**src/design/ildp_pkg.sv**
```systemverilog
// Shared types, constants and lookup functions for the ISO 8211 leader and directory parser.
`default_nettype none

package ildp_pkg;

  // Largest digit count accepted for the length and position size fields.
  localparam int unsigned MAX_DIGITS = 9;

  // Stream widths.
  localparam int unsigned IN_DATA_W  = 8;
  localparam int unsigned IN_USER_W  = 2;
  localparam int unsigned OUT_DATA_W = 104;
  localparam int unsigned OUT_USER_W = 2;

  // Record framing constants.
  localparam logic [7:0]  FIELD_END  = 8'h1E;
  localparam int unsigned LEADER_LEN = 24;
  localparam int unsigned DIR_BASE   = LEADER_LEN + 1;
  localparam int unsigned TAG_BYTES  = 4;

  // Entry sizes that can occur, one remainder lane per size.
  localparam int unsigned MOD_LO    = TAG_BYTES + 2;
  localparam int unsigned MOD_HI    = TAG_BYTES + 2 * MAX_DIGITS;
  localparam int unsigned MOD_LANES = MOD_HI - MOD_LO + 1;
  localparam int unsigned MOD_IW    = $clog2(MOD_LANES);

  // Queue between the classifier and the parser.
  localparam int unsigned QUEUE_DEPTH = 4;
  localparam int unsigned QUEUE_AW    = $clog2(QUEUE_DEPTH);
  localparam int unsigned QUEUE_LW    = $clog2(QUEUE_DEPTH + 1);

  // Result kinds.
  localparam logic [1:0] KIND_ENTRY  = 2'd0;
  localparam logic [1:0] KIND_HEADER = 2'd1;
  localparam logic [1:0] KIND_BYTE   = 2'd2;
  localparam logic [1:0] KIND_ERROR  = 2'd3;

  // Error codes.
  localparam logic [3:0] ERR_STAMP      = 4'd0;
  localparam logic [3:0] ERR_INDICATOR  = 4'd1;
  localparam logic [3:0] ERR_LEN_SIZE   = 4'd2;
  localparam logic [3:0] ERR_POS_SIZE   = 4'd3;
  localparam logic [3:0] ERR_RESERVED   = 4'd4;
  localparam logic [3:0] ERR_TAG_SIZE   = 4'd5;
  localparam logic [3:0] ERR_DIGIT      = 4'd6;
  localparam logic [3:0] ERR_DIR_SIZE   = 4'd7;
  localparam logic [3:0] ERR_TERMINATOR = 4'd8;

  // One classified input byte as it travels through the queue.
  typedef struct packed {
    logic [7:0] data_byte;
    logic       record_start;
    logic       descriptive_record;
    logic       is_digit;
    logic [3:0] digit;
  } ildp_item_t;

  // One result item.
  typedef struct packed {
    logic [1:0]  result_kind;
    logic [31:0] entry_tag;
    logic [29:0] entry_length;
    logic [29:0] entry_position;
    logic [3:0]  error_code;
    logic [7:0]  payload_byte;
    logic        record_end;
  } ildp_result_t;

  // Queue occupancy as seen by the classifier and the top level.
  typedef struct packed {
    logic [QUEUE_LW-1:0] level;
    logic                full;
    logic                empty;
  } ildp_qstat_t;

  // Expected stamp byte for the given position within the stamp.
  function automatic logic [7:0] stamp_byte(input logic descriptive, input logic [2:0] idx);
    logic [7:0] b;
    b = 8'h20;
    if (descriptive) begin
      case (idx)
        3'd0: b = 8'h33;   // '3'
        3'd1: b = 8'h4C;   // 'L'
        3'd2: b = 8'h45;   // 'E'
        3'd3: b = 8'h31;   // '1'
        3'd4: b = 8'h20;   // ' '
        3'd5: b = 8'h30;   // '0'
        3'd6: b = 8'h39;   // '9'
        default: b = 8'h20;
      endcase
    end else begin
      case (idx)
        3'd1: b = 8'h44;   // 'D'
        default: b = 8'h20;
      endcase
    end
    return b;
  endfunction

  // Expected indicator byte for the given position within the indicator.
  function automatic logic [7:0] indicator_byte(input logic descriptive, input logic [1:0] idx);
    logic [7:0] b;
    b = 8'h20;
    case (idx)
      2'd1: b = descriptive ? 8'h21 : 8'h20;   // '!' for descriptive records
      default: b = 8'h20;
    endcase
    return b;
  endfunction

endpackage

`default_nettype wire

```
**src/design/ildp_front.sv**
```systemverilog
// Input side: takes stream bytes, classifies them and pushes them into the queue.
`default_nettype none

module ildp_front (
  input  wire logic                                in_tvalid,
  output logic                                     in_tready,
  input  wire logic [ildp_pkg::IN_DATA_W-1:0]      in_tdata,
  input  wire logic [ildp_pkg::IN_USER_W-1:0]      in_tuser,
  input  wire ildp_pkg::ildp_qstat_t               qstat,
  output logic                                     push,
  output ildp_pkg::ildp_item_t                     push_item
);
  import ildp_pkg::*;

  assign in_tready = !qstat.full;
  assign push      = in_tvalid && !qstat.full;

  // Decimal digit detection is done here so the parser only sees a flag and a value.
  always_comb begin
    push_item.data_byte          = in_tdata;
    push_item.record_start       = in_tuser[0];
    push_item.descriptive_record = in_tuser[1];
    push_item.is_digit           = (in_tdata >= 8'h30) && (in_tdata <= 8'h39);
    push_item.digit              = 4'(in_tdata - 8'h30);
  end

endmodule

`default_nettype wire

```
**src/design/ildp_fifo.sv**
```systemverilog
// Short queue of classified bytes between the classifier and the parser.
`default_nettype none

module ildp_fifo (
  input  wire logic                  clk,
  input  wire logic                  rst_n,
  input  wire logic                  push,
  input  wire ildp_pkg::ildp_item_t  push_item,
  input  wire logic                  pop,
  output ildp_pkg::ildp_item_t       head,
  output ildp_pkg::ildp_qstat_t      qstat
);
  import ildp_pkg::*;

  ildp_item_t          mem_r [QUEUE_DEPTH];
  logic [QUEUE_AW-1:0] wr_ptr_r, wr_ptr_nxt;
  logic [QUEUE_AW-1:0] rd_ptr_r, rd_ptr_nxt;
  logic [QUEUE_LW-1:0] level_r, level_nxt;

  always_comb begin
    wr_ptr_nxt = push ? wr_ptr_r + 1'b1 : wr_ptr_r;
    rd_ptr_nxt = pop ? rd_ptr_r + 1'b1 : rd_ptr_r;
    level_nxt  = level_r;
    if (push && !pop) begin
      level_nxt = level_r + 1'b1;
    end else if (pop && !push) begin
      level_nxt = level_r - 1'b1;
    end
  end

  always_ff @(posedge clk) begin
    if (!rst_n) begin
      wr_ptr_r <= '0;
      rd_ptr_r <= '0;
      level_r  <= '0;
    end else begin
      wr_ptr_r <= wr_ptr_nxt;
      rd_ptr_r <= rd_ptr_nxt;
      level_r  <= level_nxt;
    end
  end

  always_ff @(posedge clk) begin
    if (push) begin
      mem_r[wr_ptr_r] <= push_item;
    end
  end

  assign head        = mem_r[rd_ptr_r];
  assign qstat.level = level_r;
  assign qstat.full  = (level_r == QUEUE_LW'(QUEUE_DEPTH));
  assign qstat.empty = (level_r == '0);

endmodule

`default_nettype wire

```
**src/design/ildp_back.sv**
```systemverilog
// Parser: leader checks, directory decoding, terminator and field-area pass-through.
`default_nettype none

module ildp_back (
  input  wire logic                  clk,
  input  wire logic                  rst_n,
  input  wire ildp_pkg::ildp_item_t  head,
  input  wire logic                  head_valid,
  output logic                       pop,
  input  wire logic                  out_tready,
  output logic                       out_tvalid,
  output ildp_pkg::ildp_result_t     out_result
);
  import ildp_pkg::*;

  localparam logic [2:0] PH_IDLE   = 3'd0;
  localparam logic [2:0] PH_LEADER = 3'd1;
  localparam logic [2:0] PH_DIR    = 3'd2;
  localparam logic [2:0] PH_TERM   = 3'd3;
  localparam logic [2:0] PH_AREA   = 3'd4;

  // Leader byte positions.
  localparam logic [4:0] LI_LEN_LO   = 5'd0;
  localparam logic [4:0] LI_LEN_HI   = 5'd4;
  localparam logic [4:0] LI_STAMP_LO = 5'd5;
  localparam logic [4:0] LI_STAMP_HI = 5'd11;
  localparam logic [4:0] LI_OFF_LO   = 5'd12;
  localparam logic [4:0] LI_OFF_HI   = 5'd16;
  localparam logic [4:0] LI_IND_LO   = 5'd17;
  localparam logic [4:0] LI_IND_HI   = 5'd19;
  localparam logic [4:0] LI_LSIZE    = 5'd20;
  localparam logic [4:0] LI_PSIZE    = 5'd21;
  localparam logic [4:0] LI_RESV     = 5'd22;
  localparam logic [4:0] LI_TSIZE    = 5'd23;

  localparam logic [7:0] ASCII_ZERO = 8'h30;
  localparam logic [7:0] ASCII_FOUR = 8'h34;

  // Parser state.
  logic [2:0]  phase_r, phase_nxt;
  logic [4:0]  li_r, li_nxt;
  logic        kind_r, kind_nxt;
  logic [16:0] rl_r, rl_nxt;
  logic [16:0] ao_r, ao_nxt;
  logic [3:0]  ld_r, ld_nxt;
  logic [3:0]  pd_r, pd_nxt;
  logic [16:0] dl_r, dl_nxt;
  logic [4:0]  ei_r, ei_nxt;
  logic [31:0] tag_r, tag_nxt;
  logic [29:0] len_r, len_nxt;
  logic [29:0] pos_r, pos_nxt;
  logic [16:0] al_r, al_nxt;

  // State as seen by the current byte, after a possible restart.
  logic [2:0]  cur_phase;
  logic [4:0]  cur_li;
  logic        cur_kind;
  logic [16:0] cur_rl, cur_ao, cur_dl, cur_al;
  logic [3:0]  cur_ld, cur_pd;
  logic [4:0]  cur_ei;
  logic [31:0] cur_tag;
  logic [29:0] cur_len, cur_pos;

  logic [4:0]  esize;
  logic [4:0]  ei_inc;
  logic [2:0]  stamp_idx;
  logic [1:0]  ind_idx;
  logic        size_ok;
  logic        do_fail;
  logic [3:0]  fail_code;
  logic        emit;
  ildp_result_t res;
  logic        lane_upd;

  // Running remainders of the field-area offset, one lane per possible entry size.
  logic [4:0]           rem_r [MOD_LANES];
  logic [MOD_LANES-1:0] dir_match;
  logic [MOD_IW-1:0]    lane_sel;
  logic                 out_valid_r, out_valid_nxt;
  ildp_result_t         res_r;

  for (genvar g = 0; g < MOD_LANES; g++) begin : g_lane
    localparam int unsigned M     = MOD_LO + g;
    localparam int unsigned RECIP = (65536 + M - 1) / M;
    logic [7:0]  v;
    logic [21:0] prod;
    logic [5:0]  q;
    logic [7:0]  rem_new;

    // (rem * 10 + digit) mod M by reciprocal multiplication; exact for 8-bit values.
    always_comb begin
      v       = 8'(rem_r[g]) * 8'd10 + 8'(head.digit);
      prod    = 22'(v) * 22'(RECIP);
      q       = prod[21:16];
      rem_new = v - 8'(q) * 8'(M);
    end

    assign dir_match[g] = (rem_r[g] == 5'(DIR_BASE % M));

    always_ff @(posedge clk) begin
      if (!rst_n) begin
        rem_r[g] <= '0;
      end else if (pop) begin
        if (head.record_start) begin
          rem_r[g] <= '0;
        end else if (lane_upd) begin
          rem_r[g] <= rem_new[4:0];
        end
      end
    end
  end

  assign pop = head_valid && (!out_valid_r || out_tready);

  always_comb begin
    if (head.record_start) begin
      cur_phase = PH_LEADER;
      cur_li    = '0;
      cur_kind  = head.descriptive_record;
      cur_rl    = '0;
      cur_ao    = '0;
      cur_ld    = '0;
      cur_pd    = '0;
      cur_dl    = '0;
      cur_ei    = '0;
      cur_tag   = '0;
      cur_len   = '0;
      cur_pos   = '0;
      cur_al    = '0;
    end else begin
      cur_phase = phase_r;
      cur_li    = li_r;
      cur_kind  = kind_r;
      cur_rl    = rl_r;
      cur_ao    = ao_r;
      cur_ld    = ld_r;
      cur_pd    = pd_r;
      cur_dl    = dl_r;
      cur_ei    = ei_r;
      cur_tag   = tag_r;
      cur_len   = len_r;
      cur_pos   = pos_r;
      cur_al    = al_r;
    end

    esize     = 5'(TAG_BYTES) + 5'(cur_ld) + 5'(cur_pd);
    ei_inc    = cur_ei + 5'd1;
    stamp_idx = 3'(cur_li - LI_STAMP_LO);
    ind_idx   = 2'(cur_li - LI_IND_LO);
    lane_sel  = MOD_IW'(esize - 5'(MOD_LO));
    size_ok   = head.is_digit && (head.digit != 4'd0) && (head.digit <= 4'(MAX_DIGITS));

    phase_nxt = cur_phase;
    li_nxt    = cur_li;
    kind_nxt  = cur_kind;
    rl_nxt    = cur_rl;
    ao_nxt    = cur_ao;
    ld_nxt    = cur_ld;
    pd_nxt    = cur_pd;
    dl_nxt    = cur_dl;
    ei_nxt    = cur_ei;
    tag_nxt   = cur_tag;
    len_nxt   = cur_len;
    pos_nxt   = cur_pos;
    al_nxt    = cur_al;

    do_fail   = 1'b0;
    fail_code = ERR_STAMP;
    emit      = 1'b0;
    res       = '0;
    lane_upd  = 1'b0;

    case (cur_phase)
      PH_LEADER: begin
        li_nxt = cur_li + 5'd1;
        if (cur_li inside {[LI_LEN_LO:LI_LEN_HI]}) begin
          if (!head.is_digit) begin
            do_fail   = 1'b1;
            fail_code = ERR_DIGIT;
          end else begin
            rl_nxt = (cur_rl << 3) + (cur_rl << 1) + 17'(head.digit);
          end
        end else if (cur_li inside {[LI_STAMP_LO:LI_STAMP_HI]}) begin
          if (head.data_byte != stamp_byte(cur_kind, stamp_idx)) begin
            do_fail   = 1'b1;
            fail_code = ERR_STAMP;
          end
        end else if (cur_li inside {[LI_OFF_LO:LI_OFF_HI]}) begin
          if (!head.is_digit) begin
            do_fail   = 1'b1;
            fail_code = ERR_DIGIT;
          end else begin
            ao_nxt   = (cur_ao << 3) + (cur_ao << 1) + 17'(head.digit);
            lane_upd = 1'b1;
          end
        end else if (cur_li inside {[LI_IND_LO:LI_IND_HI]}) begin
          if (head.data_byte != indicator_byte(cur_kind, ind_idx)) begin
            do_fail   = 1'b1;
            fail_code = ERR_INDICATOR;
          end
        end else if (cur_li == LI_LSIZE) begin
          if (!size_ok) begin
            do_fail   = 1'b1;
            fail_code = ERR_LEN_SIZE;
          end else begin
            ld_nxt = head.digit;
          end
        end else if (cur_li == LI_PSIZE) begin
          if (!size_ok) begin
            do_fail   = 1'b1;
            fail_code = ERR_POS_SIZE;
          end else begin
            pd_nxt = head.digit;
          end
        end else if (cur_li == LI_RESV) begin
          if (head.data_byte != ASCII_ZERO) begin
            do_fail   = 1'b1;
            fail_code = ERR_RESERVED;
          end
        end else if (cur_li == LI_TSIZE) begin
          if (head.data_byte != ASCII_FOUR) begin
            do_fail   = 1'b1;
            fail_code = ERR_TAG_SIZE;
          end else if (cur_ao < 17'(DIR_BASE) + 17'(esize)) begin
            do_fail   = 1'b1;
            fail_code = ERR_DIR_SIZE;
          end else if (!dir_match[lane_sel]) begin
            do_fail   = 1'b1;
            fail_code = ERR_DIR_SIZE;
          end else begin
            dl_nxt    = cur_ao - 17'(DIR_BASE);
            ei_nxt    = '0;
            tag_nxt   = '0;
            len_nxt   = '0;
            pos_nxt   = '0;
            phase_nxt = PH_DIR;
          end
        end else begin
          phase_nxt = PH_IDLE;
        end
      end

      PH_DIR: begin
        if (cur_ei < 5'(TAG_BYTES)) begin
          tag_nxt = {cur_tag[23:0], head.data_byte};
        end else if (!head.is_digit) begin
          do_fail   = 1'b1;
          fail_code = ERR_DIGIT;
        end else if (cur_ei < 5'(TAG_BYTES) + 5'(cur_ld)) begin
          len_nxt = (cur_len << 3) + (cur_len << 1) + 30'(head.digit);
        end else begin
          pos_nxt = (cur_pos << 3) + (cur_pos << 1) + 30'(head.digit);
        end
        if (!do_fail) begin
          ei_nxt = ei_inc;
          if (ei_inc >= esize) begin
            emit               = 1'b1;
            res.result_kind    = KIND_ENTRY;
            res.entry_tag      = tag_nxt;
            res.entry_length   = len_nxt;
            res.entry_position = pos_nxt;
            dl_nxt  = (cur_dl > 17'(esize)) ? cur_dl - 17'(esize) : '0;
            ei_nxt  = '0;
            tag_nxt = '0;
            len_nxt = '0;
            pos_nxt = '0;
            if (dl_nxt == '0) begin
              phase_nxt = PH_TERM;
            end
          end
        end
      end

      PH_TERM: begin
        if (head.data_byte != FIELD_END) begin
          do_fail   = 1'b1;
          fail_code = ERR_TERMINATOR;
        end else begin
          al_nxt          = (cur_rl > cur_ao) ? cur_rl - cur_ao : '0;
          emit            = 1'b1;
          res.result_kind = KIND_HEADER;
          if (al_nxt == '0) begin
            phase_nxt      = PH_IDLE;
            res.record_end = 1'b1;
          end else begin
            phase_nxt = PH_AREA;
          end
        end
      end

      PH_AREA: begin
        al_nxt           = (cur_al != '0) ? cur_al - 17'd1 : cur_al;
        emit             = 1'b1;
        res.result_kind  = KIND_BYTE;
        res.payload_byte = head.data_byte;
        if (al_nxt == '0) begin
          phase_nxt      = PH_IDLE;
          res.record_end = 1'b1;
        end
      end

      default: begin
        phase_nxt = PH_IDLE;
      end
    endcase

    if (do_fail) begin
      phase_nxt       = PH_IDLE;
      emit            = 1'b1;
      res             = '0;
      res.result_kind = KIND_ERROR;
      res.error_code  = fail_code;
      res.record_end  = 1'b1;
    end
  end

  always_ff @(posedge clk) begin
    if (!rst_n) begin
      phase_r <= PH_IDLE;
      li_r    <= '0;
      kind_r  <= 1'b0;
      rl_r    <= '0;
      ao_r    <= '0;
      ld_r    <= '0;
      pd_r    <= '0;
      dl_r    <= '0;
      ei_r    <= '0;
      tag_r   <= '0;
      len_r   <= '0;
      pos_r   <= '0;
      al_r    <= '0;
    end else if (pop) begin
      phase_r <= phase_nxt;
      li_r    <= li_nxt;
      kind_r  <= kind_nxt;
      rl_r    <= rl_nxt;
      ao_r    <= ao_nxt;
      ld_r    <= ld_nxt;
      pd_r    <= pd_nxt;
      dl_r    <= dl_nxt;
      ei_r    <= ei_nxt;
      tag_r   <= tag_nxt;
      len_r   <= len_nxt;
      pos_r   <= pos_nxt;
      al_r    <= al_nxt;
    end
  end

  // Output register: refilled in the same cycle that its old content is taken.
  always_comb begin
    if (pop && emit) begin
      out_valid_nxt = 1'b1;
    end else begin
      out_valid_nxt = out_valid_r && !out_tready;
    end
  end

  always_ff @(posedge clk) begin
    if (!rst_n) begin
      out_valid_r <= 1'b0;
    end else begin
      out_valid_r <= out_valid_nxt;
    end
  end

  always_ff @(posedge clk) begin
    if (pop && emit) begin
      res_r <= res;
    end
  end

  assign out_tvalid = out_valid_r;
  assign out_result = res_r;

endmodule

`default_nettype wire

```
**src/design/iso8211_leader_directory_parser_core.sv**
```systemverilog
// Top level of the ISO 8211 record leader and directory parser.
`default_nettype none

// The block reads an ISO 8211 record one byte per request on the input stream and
// sustains one byte per clock cycle: a byte is taken in every cycle in which the
// four-entry queue behind the classifier has room, and the parser drains that queue
// at one byte per cycle whenever its output register is free or is being emptied in
// the same cycle. A byte is stored in the queue, and its result, if it has one, is
// held in the parser's output register until it is taken. A byte flagged as a
// record start (in_tuser bit 0) restarts parsing and selects the descriptive or the
// data stamp (in_tuser bit 1). The 24-byte leader is checked, the directory size is
// checked against the entry size at the last leader byte using running remainders
// kept while the offset digits arrive, one result is given for every directory
// entry, then the field terminator gives a header-complete result and each
// field-area byte is passed on. An error gives one result with its code and marks
// the end of the record; the block then ignores bytes until the next record start.
// There is no clearing pass after reset: the block takes bytes as soon as reset is
// released.
module iso8211_leader_directory_parser_core (
  input  wire logic                                 clk,
  input  wire logic                                 rst_n,
  // Input stream
  input  wire logic                                 in_tvalid,
  output logic                                      in_tready,
  input  wire logic [ildp_pkg::IN_DATA_W-1:0]       in_tdata,   // [7:0] data_byte
  input  wire logic [ildp_pkg::IN_USER_W-1:0]       in_tuser,   // [0] record_start,
                                                                // [1] descriptive_record
  // Result stream
  output logic                                      out_tvalid,
  input  wire logic                                 out_tready,
  output logic [ildp_pkg::OUT_DATA_W-1:0]           out_tdata,  // [31:0] entry_tag,
                                                                // [61:32] entry_length,
                                                                // [91:62] entry_position,
                                                                // [95:92] error_code,
                                                                // [103:96] payload_byte
  output logic [ildp_pkg::OUT_USER_W-1:0]           out_tuser,  // [1:0] result_kind
  output logic                                      out_tlast   // record_end
);
  import ildp_pkg::*;

  logic         push;
  ildp_item_t   push_item;
  ildp_item_t   head;
  ildp_qstat_t  qstat;
  logic         pop;
  ildp_result_t out_result;

  // Classifier: decodes the stream request and marks decimal digits.
  ildp_front u_front (
    .in_tvalid (in_tvalid),
    .in_tready (in_tready),
    .in_tdata  (in_tdata),
    .in_tuser  (in_tuser),
    .qstat     (qstat),
    .push      (push),
    .push_item (push_item)
  );

  // Queue that lets the input side run on while the result side is stalled.
  ildp_fifo u_fifo (
    .clk       (clk),
    .rst_n     (rst_n),
    .push      (push),
    .push_item (push_item),
    .pop       (pop),
    .head      (head),
    .qstat     (qstat)
  );

  // Parser with its output register.
  ildp_back u_back (
    .clk        (clk),
    .rst_n      (rst_n),
    .head       (head),
    .head_valid (!qstat.empty),
    .pop        (pop),
    .out_tready (out_tready),
    .out_tvalid (out_tvalid),
    .out_result (out_result)
  );

  assign out_tdata = {out_result.payload_byte, out_result.error_code,
                      out_result.entry_position, out_result.entry_length,
                      out_result.entry_tag};
  assign out_tuser = out_result.result_kind;
  assign out_tlast = out_result.record_end;

  // The queue never holds more than its depth.
  assert property (@(posedge clk) disable iff (!rst_n)
    qstat.level <= QUEUE_LW'(QUEUE_DEPTH))
    else $error("queue level beyond its depth");

  // An error always closes the record.
  assert property (@(posedge clk) disable iff (!rst_n)
    out_tvalid && (out_tuser == KIND_ERROR) |-> out_tlast)
    else $error("error result without record end");

  // A directory entry is never the last result of a record.
  assert property (@(posedge clk) disable iff (!rst_n)
    out_tvalid && (out_tuser == KIND_ENTRY) |-> !out_tlast)
    else $error("directory entry marked as record end");

  // Only error results carry an error code.
  assert property (@(posedge clk) disable iff (!rst_n)
    out_tvalid && (out_tuser != KIND_ERROR) |-> (out_tdata[95:92] == '0))
    else $error("error code set on a non-error result");

endmodule

`default_nettype wire
```
**config.mk**
```make
export PLATFORM = sky130hd
export DESIGN_NAME = iso8211_leader_directory_parser_core
export DESIGN_NICKNAME = d
export VERILOG_FILES = /design/src/design/ildp_pkg.sv /design/src/design/ildp_front.sv /design/src/design/ildp_fifo.sv /design/src/design/ildp_back.sv /design/src/design/iso8211_leader_directory_parser_core.sv
export SDC_FILE = /design/constraint.sdc
export NUM_CORES = 2
export LEC_CHECK = 0
export ABC_AREA = 1
export BUFFER_PORTS_ARGS = -buffer_cell sky130_fd_sc_hd__buf_2
export CAP_MARGIN = 0
export CORE_ASPECT_RATIO = 0.7
export CORE_MARGIN = 2
export CORE_UTILIZATION = 50
export DETAILED_ROUTE_END_ITERATION = 12
export PLACE_DENSITY_LB_ADDON = 0.3
export SETUP_SLACK_MARGIN = 0.4
export SYNTH_ARGS = -nofsm -noshare
export SYNTH_HDL_FRONTEND = slang
export SYNTH_HIERARCHICAL = 1
export SYNTH_SLANG_ARGS = --single-unit
```
**constraint.sdc**
```tcl
create_clock -name clk -period 11.87 [get_ports clk]
set_clock_uncertainty 0.2 [all_clocks]
set_input_delay 1.187 -clock clk [delete_from_list [all_inputs] [get_ports clk]]
set_output_delay 1.187 -clock clk [all_outputs]
set_load 0.03 [all_outputs]
```
* Yosys cells after proc, flatten, opt, wreduce, memory -nomap -nowiden *
Memories as Yosys holds them, arrays and structs flattened. A register that Yosys moved wholly into a read port is not among the register bits.
Cells that the tools add are included.

storage, ports and cells
  bits in registers = 297
  memories = 2
  word-level logic and storage cells = 515
  output and inout bits = 109
  input bits = 14
  memory bits (writable) = 145

cells by class
  add/subtract/negate cells = 59
  reductions and logical operators = 30
  eq/ne operators = 37
  bitwise operators = 37
  order comparisons = 18
  multiply operators = 47
  muxes and demuxes = 261

memory list
  memory        depth  bits a word  rd ports  clocked after Yosys merged registers in  wr ports  RTL line         RTL
  u_back.rem_r  17     5            17        0                                        17        ildp_back.sv:76  logic [4:0] rem_r [MOD_LANES];
  u_fifo.mem_r  4      15           1         1                                        1         ildp_fifo.sv:15  ildp_item_t mem_r [QUEUE_DEPTH];

operators with widths
  operator                                             count
  2-to-1 mux 30 bit                                    34
  2-to-1 mux 17 bit                                    29
  2-to-1 mux 32 bit                                    15
  2-to-1 mux 5 bit                                     50
  multiplier 8 x 12 -> 20 bit (second input constant)  11
  adder 8 x 4 -> 8 bit                                 15
  one-hot mux 30 bit (2 select lines)                  2
  2-to-1 mux 4 bit                                     28
  multiplier 5 x 3 -> 7 bit (second input constant)    15
  2-to-1 mux 94 bit                                    1
  2-to-1 mux 92 bit                                    1
  subtractor 5 bit                                     17
  2-to-1 mux 8 bit                                     10
  2-to-1 mux 3 bit                                     25
  one-hot mux 17 bit (2 select lines)                  2
  one-hot mux 32 bit (2 select lines)                  1
  adder 30 bit                                         2
  adder 30 x 4 -> 30 bit                               2
  logical NOT 17 bit                                   3
  2-to-1 mux 1 bit                                     49
  multiplier 8 x 14 -> 22 bit (second input constant)  2
  one-hot mux 7 bit (6 select lines)                   1
  == test 5 x 3 -> 1 bit (second input constant)       7
  adder 17 bit                                         2
  74 further kinds                                     165

* Depth between registers and ports, before layout *
  depth in word-level cells = 21
  mapped depth = 46
  gate-level depth less buffers = 45

* Hierarchy *
The synthesis kept the hierarchy.

by module, submodules not included
  module                                area each (um2)  sequential area each (um2)  cells an instance  instances
  ildp_back                             52,798.1         9,008.6                     6,869              1
  ildp_fifo                             2,788.9          1,981.9                     203                1
  ildp_front                            146.4            0.0                         25                 1
  iso8211_leader_directory_parser_core  3.8              0.0                         1                  1

* Worst setup path after synthesis *
OpenSTA, ideal clock, no wires.

  path kind = flip-flop to flip-flop
  start = register with a tool-made name
  end = memory u_back.rem_r[5][4] (data pin)
  data required time = 11,415 ps
  arrival = 9,827 ps
  path slack = 1,587 ps
  library setup time = 255 ps
  clock period less this slack = 10,283 ps
  buffers on the path = 1
  cell stages (with the launch flop) = 40
  cells stage by stage = dfxtp_1 inv_2 buf_6 o21ai_1 o22ai_1 fa_1 a21oi_1 nor4_1 xor2_1 ha_1 inv_1 fa_1 inv_1 fa_1 inv_1 fa_1 inv_1 ha_1 (+4 left out) xor2_1 inv_1 ha_1 inv_1 fa_1 inv_1 fa_1 nand2_1 inv_1 o21ai_0 nand2_1 xor2_1 xor2_1 xor2_1 xor2_1 nand2_1 inv_1 nor2_1

RTL lines
  element    RTL line
  to (decl)  ildp_back.sv:76

==> metrics.txt <==
Root Buffer=clkbuf_16; cells after synthesis=about 7100; RSZ-0062 raised after global routing=no; Synth Register Bits=between 400 and 500; final setup violating endpoints=0; Final ANT Viol Nets=0; Post-synth EDFFs=about 240; Syn Std Cell Area=around 56000 sq um; WHS Endpoint=u_back/rl_r[12]; critical path's largest stage delay=540 ps; crit path max fanout=31; Worst Max-Slew Pin Slew=approximately 1100 ps; hold slack=265 ps; post-synthesis sequential area ratio=0.197; Max Cap Viol=0; worst min path class=reg2reg; status=finished, final reports clean; YS warnings=6; CTS Hold Bufs=0; most used cell, CP=fa_1; Initial Util=0.504; R2R depth=34; met2 usage=0.372; RR Endpoint=u_back/rem_r[13][4]; global route hottest layer=met1; DR iter-0 viols=roughly 4500; first-pass GRT wire length=240 mm; fin crit share=0.819; Post-route DRC=0; Chip Height=approximately 280 um; Placer Congestion=around 0.97; Overflow after GRT=0; dpl hpwl=113 mm; DR pass1 iterations=7; CP delay by family, top=adder cells; fraction of final layout cells sized beyond drive strength 1=0.0603; post-CTS setup buffer count=0; Area Overhead vs Synth=6.45%; Row Count=roughly 100; Clock transition at path regs=approximately 70 ps; htree depth=2; worst path required time=between 10000 and 15000 ps; clk_lat worst skew=around 640 ps; full die area=roughly 110000 sq um; CP Launch Type=flop; r2r setup slk=roughly 2100 ps; Tmin final=slightly below 10000 ps; TritonCTS clock tree=built; Via density=between 5 and 6; initial antenna violation count=1; Final Hold Fails=0; CP max-delay cell=fa_1; Clock Tree Buf Depth=3; Worst slew margin=0.256; Syn Nets=~8500; flip-flop and latch area=11000 sq um; critical path type=reg2reg; final wirelength=between 100 and 150 mm; Pins Over Slew Limit=0; Top Ports=around 120; crit path capture type=flop; drt wl/cell=17.0 um; post-synthesis average cell area=a little under 8 sq um; Max Clk Rate=roughly 100 MHz; met3 Use GR=0.0469; all-layer global routing usage=0.255; number of global-route vias before repair=roughly 46000; largest net degree at the start of global routing=98; post-CTS sizing=0; filler cell count=approximately 10000; asr flop ratio synth=0; Multi-input gate area=about 39000 sq um; Yosys cell types=78; Vias=around 48000; critical hold path startpoint=u_back/rl_r[12]; CTS Sinks=430; port bufs=between 100 and 150; Crit path buffers/inverters=7; Chip Width=roughly 400 um; WP data arrival=just under 10000 ps; TritonCTS Buffers=48; WHS Path Cells=2; antenna cells=0; Core Area=~110000 sq um; met1 Use GR=0.391; Main synth FF type=edfxtp_1; Nets=8503; setup TNS=0 ps
-- worst register-to-register path: cells and delay by family, from the launching register on --
kind | cells | cell delay, ps
DFF | 1 | 300
AOI/OAI and AO/OA | 7 | 1330
buffers and inverters | 7 | 1630
xor gates and xnor gates | 3 | 700
and+or+nand+nor | 8 | 1190
adders and majority gates | 9 | 4130
-- cells in the final DEF, fill, tap and decap left out, types with 23 or more instances in the layout --
| cell | instances |
|---|---|
| buf_2 | 121 |
| xnor2_1 | 114 |
| inv_1 | 1299 |
| or2_2 | 41 |
| nor2_1 | 608 |
| nor3_1 | 48 |
| xor2_1 | 206 |
| inv_2 | 36 |
| nand2_2 | 23 |
| a21oi_1 | 495 |
| ha_1 | 1062 |
| dfxtp_1 | 192 |
| nand2_1 | 1050 |
| a31oi_1 | 60 |
| o21ai_0 | 373 |
| edfxtp_1 | 238 |
| nand3_1 | 278 |
| a221oi_1 | 28 |
| nand4_1 | 48 |
| a21o_1 | 32 |
| o211ai_1 | 55 |
| fa_1 | 298 |
| o21ai_1 | 48 |
| buf_4 | 34 |
| clkbuf_16 | 49 |
-- metal layers --
layer | wire length, um | share of wire
met5 | 55 | 0.00038
met4 | 2470 | 0.017
met3 | 12700 | 0.087
met2 | 59100 | 0.40
met1 | 72000 | 0.49
-- synth_stat cells (all sizes together) (2+ instances only) --
library cell	count	area share
o221a	8	0.0016
a31oi	60	0.0067
o21bai	18	0.0024
ha	1062	0.24
nand2	1080	0.074
a221oi	30	0.0049
nor2	632	0.044
or2	48	0.0054
dfxtp	192	0.069
o2111ai	11	0.0017
inv	1338	0.090
a2111oi	2	0.00031
o21ai	436	0.040
a21boi	4	0.00054
and2	5	0.00056
edfxtp	238	0.13
xnor2	114	0.018
nand3	284	0.026
buf	68	0.0086
clkbuf	107	0.0072
a21oi	505	0.046
fa	298	0.11
nor3	52	0.0050
o21a	18	0.0024
a21o	32	0.0043
a22oi	2	0.00027
a211oi	13	0.0018
o22ai	25	0.0039
o211ai	56	0.0076
o311ai	2	0.00031
nand4	49	0.0056
and3	4	0.00045
nand3b	12	0.0016
nor4	17	0.0023
o41ai	2	0.00031
nor3b	13	0.0018
xor2	208	0.033
o31ai	15	0.0020
a311oi	2	0.00031
a41oi	10	0.0016
o221ai	16	0.0025
-- cells by family (layout without fill, tap and decap cells) --
group,after synthesis,count (layout),share of synthesized area
xor gates and xnor gates,322,322,0.0509
AOI/OAI and AO/OA,1273,1273,0.133
buffers and inverters,1514,1584,0.106
adders and majority gates,1360,1360,0.345
DFF,430,430,0.197
and+or+nand+nor,2199,2199,0.168
-- how the worst max path moves through the flow --
stage               from                  end  slack [ps]  depth (start not counted)
finish              flop  u_back/rem_r[13][4]        2140                         34
global route        flop  u_back/rem_r[13][4]        1460                         36
CTS                 flop  u_back/rem_r[13][4]        2120                         34
detailed placement  flop  u_back/rem_r[13][4]        2150                         34
global placement    flop  u_back/rem_r[13][4]        2220                         34
floorplan           flop   u_back/rem_r[5][4]        1590                         39
-- stage by stage --
stage          worst slack [ps]   util  std cells  area (sq um)
5_1_grt                    1460  0.537       8624         59300
3_5_place_dp               2150  0.522       8535         57600
3_3_place_gp               2220  0.522       8535         57600
4_1_cts                    2120  0.537       8624         59300
2_1_floorplan              1590      -       7098         55700
6_report                   2140  0.537       8624         59300
-- final cells by class --
class,count,share of cell area
Multi-Input combinational cell,5154,0.656
Sequential cell,430,0.185
Inverter,1339,0.0850
Tap cell,1456,0.0307
Clock buffer,58,0.0217
Timing Repair Buffer,156,0.0148
Clock inverter,31,0.00666
-- flip-flops by register name, indices dropped and copies added, names as in the netlist, 5 cells and up, named ones only --
name,count
u_back/ao_r,17
u_back/ei_r,5
u_back/len_r,30
u_back/tag_r,32
u_fifo/mem_r,60
u_back/pos_r,30
u_back/dl_r,17
u_back/al_r,17
u_back/li_r,5
u_back/rl_r,17
u_back/out_result,107
u_back/rem_r,71
Power is not shown: default switching activity piles up to over one toggle a cycle in this logic, so the estimate is an artifact.
